## config.mk

```make
export PLATFORM = sky130hd
export DESIGN_NAME = median_weighted_average_conditioner_core
export DESIGN_NICKNAME = d
export VERILOG_FILES = /design/src/mwac_pkg.sv /design/src/mwac_med_cell.sv /design/src/mwac_avg_cell.sv /design/src/median_weighted_average_conditioner_core.sv
export SDC_FILE = /design/constraint.sdc
export NUM_CORES = 1
export LEC_CHECK = 0
export CORE_MARGIN = 2
export CORE_UTILIZATION = 59
export DETAILED_ROUTE_END_ITERATION = 10
export DONT_BUFFER_PORTS = 1
export GPL_ROUTABILITY_DRIVEN = 0
export PLACE_DENSITY = 0.78
export SETUP_SLACK_MARGIN = 0.15
export SYNTH_ARGS = -nofsm -noshare
export SYNTH_HDL_FRONTEND = slang
export SYNTH_SLANG_ARGS = --single-unit
```

## constraint.sdc

```tcl
create_clock -name clk -period 5.1 [get_ports clk]
set_input_delay 1.02 -clock clk [delete_from_list [all_inputs] [get_ports clk]]
set_output_delay 1.02 -clock clk [all_outputs]
set_load 0.03 [all_outputs]
```

## src/mwac_pkg.sv

```systemverilog
package mwac_pkg;

    localparam int TEMP_W    = 8;
    localparam int RAW_W     = 12;
    localparam int FRAC_W    = 4;
    localparam int CFG_IDX_W = 2;

    typedef logic signed [TEMP_W-1:0] temp_t;
    typedef logic signed [RAW_W-1:0]  raw_t;
    typedef logic [CFG_IDX_W-1:0]     cfg_idx_t;

    localparam cfg_idx_t REG_TEMP_LOW  = 2'd0;
    localparam cfg_idx_t REG_TEMP_HIGH = 2'd1;

    localparam temp_t TEMP_LOW_RESET  = -8'sd55;
    localparam temp_t TEMP_HIGH_RESET = 8'sd125;

endpackage

```

## src/mwac_med_cell.sv

```systemverilog
module mwac_med_cell
    import mwac_pkg::*;
#(
    parameter int DEPTH = 5,
    parameter int IDX   = 0
)
(
    input  logic  clk,
    input  logic  rst_n,
    input  logic  shift_en,
    input  temp_t d_in,
    input  temp_t win [DEPTH],
    input  temp_t sel_in,
    output temp_t sel_out,
    output temp_t q
);

    localparam int RANK_W = $clog2(DEPTH);

    temp_t             val_reg;
    logic [RANK_W-1:0] rank;

    always_ff @(posedge clk or negedge rst_n)
    begin
        if (!rst_n)
        begin
            val_reg <= '0;
        end
        else if (shift_en)
        begin
            val_reg <= d_in;
        end
    end

    // stable rank: ties ordered by position so exactly one cell is the median
    always_comb
    begin
        rank = '0;
        for (int j = 0; j < DEPTH; j++)
        begin
            if ((win[j] < val_reg) || ((j < IDX) && (win[j] == val_reg)))
            begin
                rank = rank + RANK_W'(1);
            end
        end
    end

    assign sel_out = (rank == RANK_W'(DEPTH / 2)) ? val_reg : sel_in;
    assign q       = val_reg;

endmodule

```

## src/mwac_avg_cell.sv

```systemverilog
module mwac_avg_cell
    import mwac_pkg::*;
#(
    parameter int DEPTH = 5,
    parameter int IDX   = 0,
    parameter int SUM_W = 13
)
(
    input  logic                    clk,
    input  logic                    rst_n,
    input  logic                    shift_en,
    input  temp_t                   d_in,
    input  logic signed [SUM_W-1:0] psum_in,
    output logic signed [SUM_W-1:0] psum_out,
    output temp_t                   q
);

    // newest entry carries the heaviest weight
    localparam logic signed [SUM_W-1:0] WGT = SUM_W'(DEPTH - IDX);

    temp_t val_reg;

    always_ff @(posedge clk or negedge rst_n)
    begin
        if (!rst_n)
        begin
            val_reg <= '0;
        end
        else if (shift_en)
        begin
            val_reg <= d_in;
        end
    end

    assign psum_out = psum_in + SUM_W'(val_reg) * WGT;
    assign q        = val_reg;

endmodule

```

## src/median_weighted_average_conditioner_core.sv

```systemverilog
// Temperature conditioner: each sample (1/16 degree, with error flag) is rounded half away
// from zero to whole degrees, clamped to the configured band, passed through a median of
// MEDIAN_DEPTH and then a weighted moving average of AVERAGE_DEPTH (weights AVERAGE_DEPTH..1,
// newest heaviest, truncated toward zero). Until a window has filled, its input passes
// straight through. An error sample leaves all state alone and returns the previous filtered
// value and raw sample with reading_valid low. One sample is accepted every cycle unless
// stalled; the registered stages are clamp/median window, median select/average window,
// weighted sum, reciprocal multiply and divide correction into the output register. The two
// windows are rows of shift cells; median cells rank themselves against the row and average
// cells accumulate the weighted sum along it. The user must write limits via the cfg port
// (index 0 low, 1 high) only while the pipeline is empty; the block does not enforce it.
module median_weighted_average_conditioner_core
    import mwac_pkg::*;
#(
    parameter int MEDIAN_DEPTH  = 5,
    parameter int AVERAGE_DEPTH = 5
)
(
    input  logic     clk,
    input  logic     rst_n,

    input  logic     cfg_valid,
    output logic     cfg_ready,
    input  cfg_idx_t cfg_index,
    input  temp_t    cfg_data,

    input  logic     in_valid,
    output logic     in_stall,
    input  logic     sensor_error,
    input  raw_t     raw_sixteenths,

    output logic     out_valid,
    input  logic     out_stall,
    output temp_t    filtered_degrees,
    output logic     reading_valid,
    output raw_t     last_good_raw
);

    localparam int MED_CNT_W = $clog2(MEDIAN_DEPTH + 1);
    localparam int AVG_CNT_W = $clog2(AVERAGE_DEPTH + 1);
    localparam int AVG_TOTAL = AVERAGE_DEPTH * (AVERAGE_DEPTH + 1) / 2;
    localparam int SUM_W     = TEMP_W + $clog2(AVG_TOTAL) + 1;
    localparam int MAG_W     = SUM_W - 1;
    localparam int RECIP_SH  = MAG_W + 1;
    localparam int RECIP_W   = RECIP_SH;
    localparam int RECIP     = (1 << RECIP_SH) / AVG_TOTAL;
    localparam int PROD_W    = MAG_W + RECIP_W;

    localparam logic [RECIP_W-1:0] RECIP_C = RECIP_W'(RECIP);
    localparam logic [MAG_W-1:0]   TOTAL_C = MAG_W'(AVG_TOTAL);

    // configuration
    temp_t low_reg;
    temp_t high_reg;

    assign cfg_ready = 1'b1;

    always_ff @(posedge clk or negedge rst_n)
    begin
        if (!rst_n)
        begin
            low_reg  <= TEMP_LOW_RESET;
            high_reg <= TEMP_HIGH_RESET;
        end
        else if (cfg_valid)
        begin
            unique case (cfg_index)
                REG_TEMP_LOW:  low_reg  <= cfg_data;
                REG_TEMP_HIGH: high_reg <= cfg_data;
                default:       ;
            endcase
        end
    end

    // pipeline control
    logic s1_vld_reg, s2_vld_reg, s3_vld_reg, s4_vld_reg, out_vld_reg;
    logic rdy1, rdy2, rdy3, rdy4, rdy5;
    logic in_xfer, push1, push2, load5;

    assign rdy5     = !out_vld_reg || !out_stall;
    assign rdy4     = !s4_vld_reg || rdy5;
    assign rdy3     = !s3_vld_reg || rdy4;
    assign rdy2     = !s2_vld_reg || rdy3;
    assign rdy1     = !s1_vld_reg || rdy2;
    assign in_stall = !rdy1;
    assign in_xfer  = in_valid && rdy1;

    always_ff @(posedge clk or negedge rst_n)
    begin
        if (!rst_n)
        begin
            s1_vld_reg  <= 1'b0;
            s2_vld_reg  <= 1'b0;
            s3_vld_reg  <= 1'b0;
            s4_vld_reg  <= 1'b0;
            out_vld_reg <= 1'b0;
        end
        else
        begin
            if (rdy1) s1_vld_reg  <= in_valid;
            if (rdy2) s2_vld_reg  <= s1_vld_reg;
            if (rdy3) s3_vld_reg  <= s2_vld_reg;
            if (rdy4) s4_vld_reg  <= s3_vld_reg;
            if (rdy5) out_vld_reg <= s4_vld_reg;
        end
    end

    // stage 1: round and clamp
    logic signed [RAW_W:0]  raw_ext;
    logic [RAW_W:0]         raw_mag;
    logic [RAW_W:0]         rnd_sum;
    logic [TEMP_W:0]        rnd_mag;
    logic signed [TEMP_W:0] v9;
    temp_t                  clamped;

    always_comb
    begin
        raw_ext = (RAW_W + 1)'(raw_sixteenths);
        raw_mag = raw_ext[RAW_W] ? (RAW_W + 1)'(-raw_ext) : (RAW_W + 1)'(raw_ext);
        rnd_sum = raw_mag + (RAW_W + 1)'(8);
        rnd_mag = rnd_sum[FRAC_W +: TEMP_W + 1];
        v9      = raw_ext[RAW_W] ? $signed(-rnd_mag) : $signed(rnd_mag);
        // low first, then high: an inverted band gives high
        if (v9 < (TEMP_W + 1)'(low_reg))
        begin
            v9 = (TEMP_W + 1)'(low_reg);
        end
        if (v9 > (TEMP_W + 1)'(high_reg))
        begin
            v9 = (TEMP_W + 1)'(high_reg);
        end
        clamped = temp_t'(v9);
    end

    assign push1 = in_xfer && !sensor_error;

    logic [MED_CNT_W-1:0] med_cnt_reg;

    always_ff @(posedge clk or negedge rst_n)
    begin
        if (!rst_n)
        begin
            med_cnt_reg <= '0;
        end
        else if (push1 && (med_cnt_reg != MED_CNT_W'(MEDIAN_DEPTH)))
        begin
            med_cnt_reg <= med_cnt_reg + MED_CNT_W'(1);
        end
    end

    logic  s1_err_reg, s1_mfull_reg;
    raw_t  s1_raw_reg;
    temp_t s1_v_reg;

    always_ff @(posedge clk)
    begin
        if (rdy1)
        begin
            s1_err_reg   <= sensor_error;
            s1_raw_reg   <= raw_sixteenths;
            s1_v_reg     <= clamped;
            s1_mfull_reg <= (med_cnt_reg >= MED_CNT_W'(MEDIAN_DEPTH - 1));
        end
    end

    // median window row
    temp_t med_win [MEDIAN_DEPTH];
    temp_t med_sel [MEDIAN_DEPTH + 1];

    assign med_sel[0] = '0;

    for (genvar i = 0; i < MEDIAN_DEPTH; i++)
    begin : g_med
        temp_t d_in;
        if (i == 0)
        begin : g_head
            assign d_in = clamped;
        end
        else
        begin : g_body
            assign d_in = med_win[i-1];
        end
        mwac_med_cell #(
            .DEPTH (MEDIAN_DEPTH),
            .IDX   (i)
        ) u_cell (
            .clk      (clk),
            .rst_n    (rst_n),
            .shift_en (push1),
            .d_in     (d_in),
            .win      (med_win),
            .sel_in   (med_sel[i]),
            .sel_out  (med_sel[i+1]),
            .q        (med_win[i])
        );
    end

    // stage 2: median select
    temp_t med_item;

    assign med_item = s1_mfull_reg ? med_sel[MEDIAN_DEPTH] : s1_v_reg;
    assign push2    = rdy2 && s1_vld_reg && !s1_err_reg;

    logic [AVG_CNT_W-1:0] avg_cnt_reg;

    always_ff @(posedge clk or negedge rst_n)
    begin
        if (!rst_n)
        begin
            avg_cnt_reg <= '0;
        end
        else if (push2 && (avg_cnt_reg != AVG_CNT_W'(AVERAGE_DEPTH)))
        begin
            avg_cnt_reg <= avg_cnt_reg + AVG_CNT_W'(1);
        end
    end

    logic  s2_err_reg, s2_afull_reg;
    raw_t  s2_raw_reg;
    temp_t s2_med_reg;

    always_ff @(posedge clk)
    begin
        if (rdy2)
        begin
            s2_err_reg   <= s1_err_reg;
            s2_raw_reg   <= s1_raw_reg;
            s2_med_reg   <= med_item;
            s2_afull_reg <= (avg_cnt_reg >= AVG_CNT_W'(AVERAGE_DEPTH - 1));
        end
    end

    // average window row
    temp_t                   avg_win  [AVERAGE_DEPTH];
    logic signed [SUM_W-1:0] avg_psum [AVERAGE_DEPTH + 1];

    assign avg_psum[0] = '0;

    for (genvar i = 0; i < AVERAGE_DEPTH; i++)
    begin : g_avg
        temp_t d_in;
        if (i == 0)
        begin : g_head
            assign d_in = med_item;
        end
        else
        begin : g_body
            assign d_in = avg_win[i-1];
        end
        mwac_avg_cell #(
            .DEPTH (AVERAGE_DEPTH),
            .IDX   (i),
            .SUM_W (SUM_W)
        ) u_cell (
            .clk      (clk),
            .rst_n    (rst_n),
            .shift_en (push2),
            .d_in     (d_in),
            .psum_in  (avg_psum[i]),
            .psum_out (avg_psum[i+1]),
            .q        (avg_win[i])
        );
    end

    // stage 3: weighted sum, split into sign and magnitude
    logic signed [SUM_W-1:0] wsum;

    assign wsum = avg_psum[AVERAGE_DEPTH];

    logic             s3_err_reg, s3_afull_reg, s3_neg_reg;
    raw_t             s3_raw_reg;
    temp_t            s3_med_reg;
    logic [MAG_W-1:0] s3_mag_reg;

    always_ff @(posedge clk)
    begin
        if (rdy3)
        begin
            s3_err_reg   <= s2_err_reg;
            s3_raw_reg   <= s2_raw_reg;
            s3_med_reg   <= s2_med_reg;
            s3_afull_reg <= s2_afull_reg;
            s3_neg_reg   <= wsum[SUM_W-1];
            s3_mag_reg   <= wsum[SUM_W-1] ? MAG_W'(-wsum) : MAG_W'(wsum);
        end
    end

    // stage 4: quotient estimate by reciprocal, at most one low
    logic [PROD_W-1:0] recip_prod;

    assign recip_prod = PROD_W'(s3_mag_reg) * PROD_W'(RECIP_C);

    logic             s4_err_reg, s4_afull_reg, s4_neg_reg;
    raw_t             s4_raw_reg;
    temp_t            s4_med_reg;
    logic [MAG_W-1:0] s4_mag_reg;
    logic [MAG_W-1:0] s4_q0_reg;

    always_ff @(posedge clk)
    begin
        if (rdy4)
        begin
            s4_err_reg   <= s3_err_reg;
            s4_raw_reg   <= s3_raw_reg;
            s4_med_reg   <= s3_med_reg;
            s4_afull_reg <= s3_afull_reg;
            s4_neg_reg   <= s3_neg_reg;
            s4_mag_reg   <= s3_mag_reg;
            s4_q0_reg    <= MAG_W'(recip_prod >> RECIP_SH);
        end
    end

    // stage 5: correct quotient, restore sign, pick pass-through
    logic [MAG_W-1:0] rem;
    logic [MAG_W-1:0] quot;
    temp_t            avg_val;
    temp_t            filt;

    always_comb
    begin
        rem     = s4_mag_reg - MAG_W'(s4_q0_reg * TOTAL_C);
        quot    = (rem >= TOTAL_C) ? (s4_q0_reg + MAG_W'(1)) : s4_q0_reg;
        avg_val = s4_neg_reg ? temp_t'(-quot) : temp_t'(quot);
        filt    = s4_afull_reg ? avg_val : s4_med_reg;
    end

    assign load5 = rdy5 && s4_vld_reg;

    // output registers double as the held values for error samples
    temp_t filt_reg;
    raw_t  raw_out_reg;
    logic  rv_reg;

    always_ff @(posedge clk or negedge rst_n)
    begin
        if (!rst_n)
        begin
            filt_reg    <= '0;
            raw_out_reg <= '0;
            rv_reg      <= 1'b0;
        end
        else if (load5)
        begin
            rv_reg <= !s4_err_reg;
            if (!s4_err_reg)
            begin
                filt_reg    <= filt;
                raw_out_reg <= s4_raw_reg;
            end
        end
    end

    assign out_valid        = out_vld_reg;
    assign filtered_degrees = filt_reg;
    assign reading_valid    = rv_reg;
    assign last_good_raw    = raw_out_reg;

endmodule

```

==> results.md <==
- Status: complete, but fails checks
- Failing checks: negative setup slack
- Endpoints failing setup: 16
- Synth Area in XOR/XNOR: 0.0379
- Die area: 31000 µm²
- CP delay by family, top: compound AO/OA/AOI/OAI gates
- Chip Height: between 150 and 200 µm
- IO Port Bufs: 0
- FFs w/ async S/R, synth: 0.510
- Final core occ: 0.678
- Final min period: just over 6 ns
- Clock transition at path regs: approximately 0.06 ns
- Synth Area in Adders: 0.238
- CP max-delay cell: or3_4
- Startpoint types: primary input
- Yosys warns: 0
- NumNets Final: ~2.1k
- Initial antenna violation count: 0
- Data required, critical path: ~5.5 ns
- PnR worst setup slack: -1.10 ns
- Crit-path max cell delay: between 0.3 and 0.4 ns
- Dpl ws: -1.66 ns
- Final wirelength: between 30000 and 40000 µm
- Slew @ Worst Pin: ~1.4 ns
- Slew HR: 0.0593
- Max Fclk: between 0.15 and 0.2 GHz
- Dpl cell area: around 18000 µm²
- Filler cell count: approximately 2k
- Vias: 12.7k
- Register area share after synthesis: 0.395
- Critical path class: in -> reg
- WHS: 0.163 ns
- RSZ-0062 raised after global routing: yes
- Netlist Area Pre-Place: 17500 µm²
- GRT Residual Overflow: 0
- WP data arrival: around 6.6 ns
- CTS Buf Count: 27
- Ports: 52
- Critical path endpoint category: flop
- Post-synth EDFFs: 123
- Fin area: around 20000 µm²
- Iter 0 DRT Violations: 836
- Placed wire-length estimate: around 28000 µm
- Final Max Tran Viols: 0
- WL/cell: ~19 µm
- CTS tree: built
- H-tree levels: 1
- #FFs+latches synth: about 250
- Total global-route track usage: 0.250
- # clock sinks: between 200 and 300
- Clock Latency Late Sink: 0.55 ns
- Clock buffer depth: 3
- Crit path buf inv count: 1
- Layout Skew: 0.0140 ns
- Worst Path Max Fanout: 8
- Library cells used by synthesis: ~90
- Clk root buf: clkbuf_16
- Mux share of post-synthesis cell area: 0.0314
- Cells after synthesis: between 1.5k and 2k
- Core area: between 20000 and 30000 µm²
- Share of layout cells above drive strength 1: 0.173
- Simple logic cell fraction of the synthesized area: 0.123
- Final Cycle Share: 1.21
- Main combinational cell family by area after synthesis: adder cells
- Die width: around 180 µm
- Syn Area/Cell: 10.5 µm²
- Post-synthesis compound-gate area fraction: 0.120
- Syn Nets: 1981
- DR DRC count: 0
- Row cnt: 63
- DR pass1 iterations: 5
- Routed vias/inst: around 5.9
- First-pass GRT wire length: roughly 63000 µm
- HP Class: in -> async
- Starting Density: 0.594
- MaxCap Viol Count: 0
- Ant diodes: 0
- P&R area growth vs syn: 14.1%
- Vias in the first global route: between 10k and 15k
- Final Hold Fails: 0
- Ys flop type: edfxtp_1
- Largest net degree at the start of global routing: between 100 and 150
- Post-DRT Antenna Nets: 0
- Worst path most repeated cell: o21a_1
cells by family (layout without fill, tap and decap cells):
group,Yosys count,count (layout)
AO/OA/AOI/OAI,318,318
XOR/XNOR,73,73
adder cells (fa/ha/maj),291,291
buffers and inverters,240,340
flip-flops,251,251
multiplexers,50,50
other,1,1
AND/OR/NAND/NOR,438,438
final cells by class:
cell class	instances	area, µm²	area share
Clock inverter	11	81.3	0.00408
Sequential cell	251	6910	0.347
Tap cell	390	488	0.0245
Multi-Input combinational cell	1171	10200	0.512
Inverter	195	739	0.0371
Clock buffer	39	781	0.0392
Timing Repair Buffer	95	736	0.0369
path summary, 6_finish.rpt:
check / depth (start not counted) / to / slack, ns / start
min in group clk: 0 / s4_raw_reg[10] / 0.42 / s3_raw_reg[10]
worst max register to register: 18 / s3_mag_reg[11] / 0.03 / g_avg[2].u_cell.q[3]
worst min register to register: 0 / s4_raw_reg[10] / 0.42 / s3_raw_reg[10]
max in group asynchronous: 0 / low_reg[3] / 4.73 / rst_n
worst max-delay path: 28 / g_med[0].u_cell.q[2] / -1.10 / raw_sixteenths[2]
worst min-delay path: 0 / g_med[3].u_cell.q[7] / 0.16 / rst_n
layout by cell type (no fill, tap or decap), drive strengths merged, types with 15 or more instances in the layout:
| cell type | instances |
|---|---|
| nor3 | 15 |
| ha | 222 |
| xor2 | 17 |
| dfrtp | 118 |
| edfxtp | 123 |
| or3 | 18 |
| mux2 | 36 |
| o31ai | 15 |
| xnor2 | 56 |
| inv | 197 |
| a21oi | 63 |
| nor2b | 24 |
| o21a | 20 |
| nand4 | 18 |
| fa | 69 |
| nand3 | 24 |
| o21ai | 117 |
| clkbuf | 39 |
| buf | 95 |
| nor2 | 53 |
| nand2 | 212 |
cell usage after synthesis (8+ instances only):
cell / count / area share
nand3b_1: 8 / 0.0034
inv_1: 195 / 0.042
clkbuf_1: 32 / 0.0069
dfstp_2: 10 / 0.015
edfxtp_1: 123 / 0.21
nand4_1: 17 / 0.0061
nor2b_1: 24 / 0.0086
o22ai_1: 9 / 0.0032
a21oi_1: 60 / 0.017
nand2_1: 212 / 0.046
nand2b_1: 14 / 0.0050
o21a_1: 20 / 0.0086
a221oi_1: 8 / 0.0040
ha_1: 222 / 0.16
mux2_2: 35 / 0.023
nor3_1: 14 / 0.0040
nand3_1: 24 / 0.0069
fa_1: 69 / 0.079
mux2i_1: 14 / 0.0080
o221a_2: 8 / 0.0052
nor2_1: 53 / 0.011
o31ai_1: 13 / 0.0056
o21ai_0: 112 / 0.032
o311a_1: 9 / 0.0052
or3_1: 17 / 0.0061
dfrtp_1: 118 / 0.17
xnor2_1: 54 / 0.027
xor2_1: 16 / 0.0080
nor3b_1: 11 / 0.0047
a31oi_1: 9 / 0.0032
a21o_1: 9 / 0.0039
through the flow:
stage               setup TNS [ns]  cells
floorplan                   -23.85   1662
global placement            -22.83   2069
detailed placement          -25.20   2069
CTS                         -15.34   2132
global route                -20.04   2152
finish                      -16.24   2152
routing by layer:
| metal | track usage | up-vias | share of wire |
|---|---|---|---|
| li1 | - | 5971 | - |
| met1 | 0.316 | 6223 | 0.40 |
| met2 | 0.440 | 408 | 0.50 |
| met3 | 0.0293 | 133 | 0.046 |
| met4 | 0.101 | 0 | 0.048 |
| met5 | 0 | - | 0 |
what timing repair did:
action / CTS / global route
endpoints found under the setup margin: 35 / 51
buffers inserted: 12 / 20
pin swaps: 18 / 58
cloned: 1 / 0
hold buffers: 0 / 0
resized for setup: 23 / 92
Power is not shown: default switching activity piles up to over one toggle a cycle in this logic, so the estimate is an artifact.
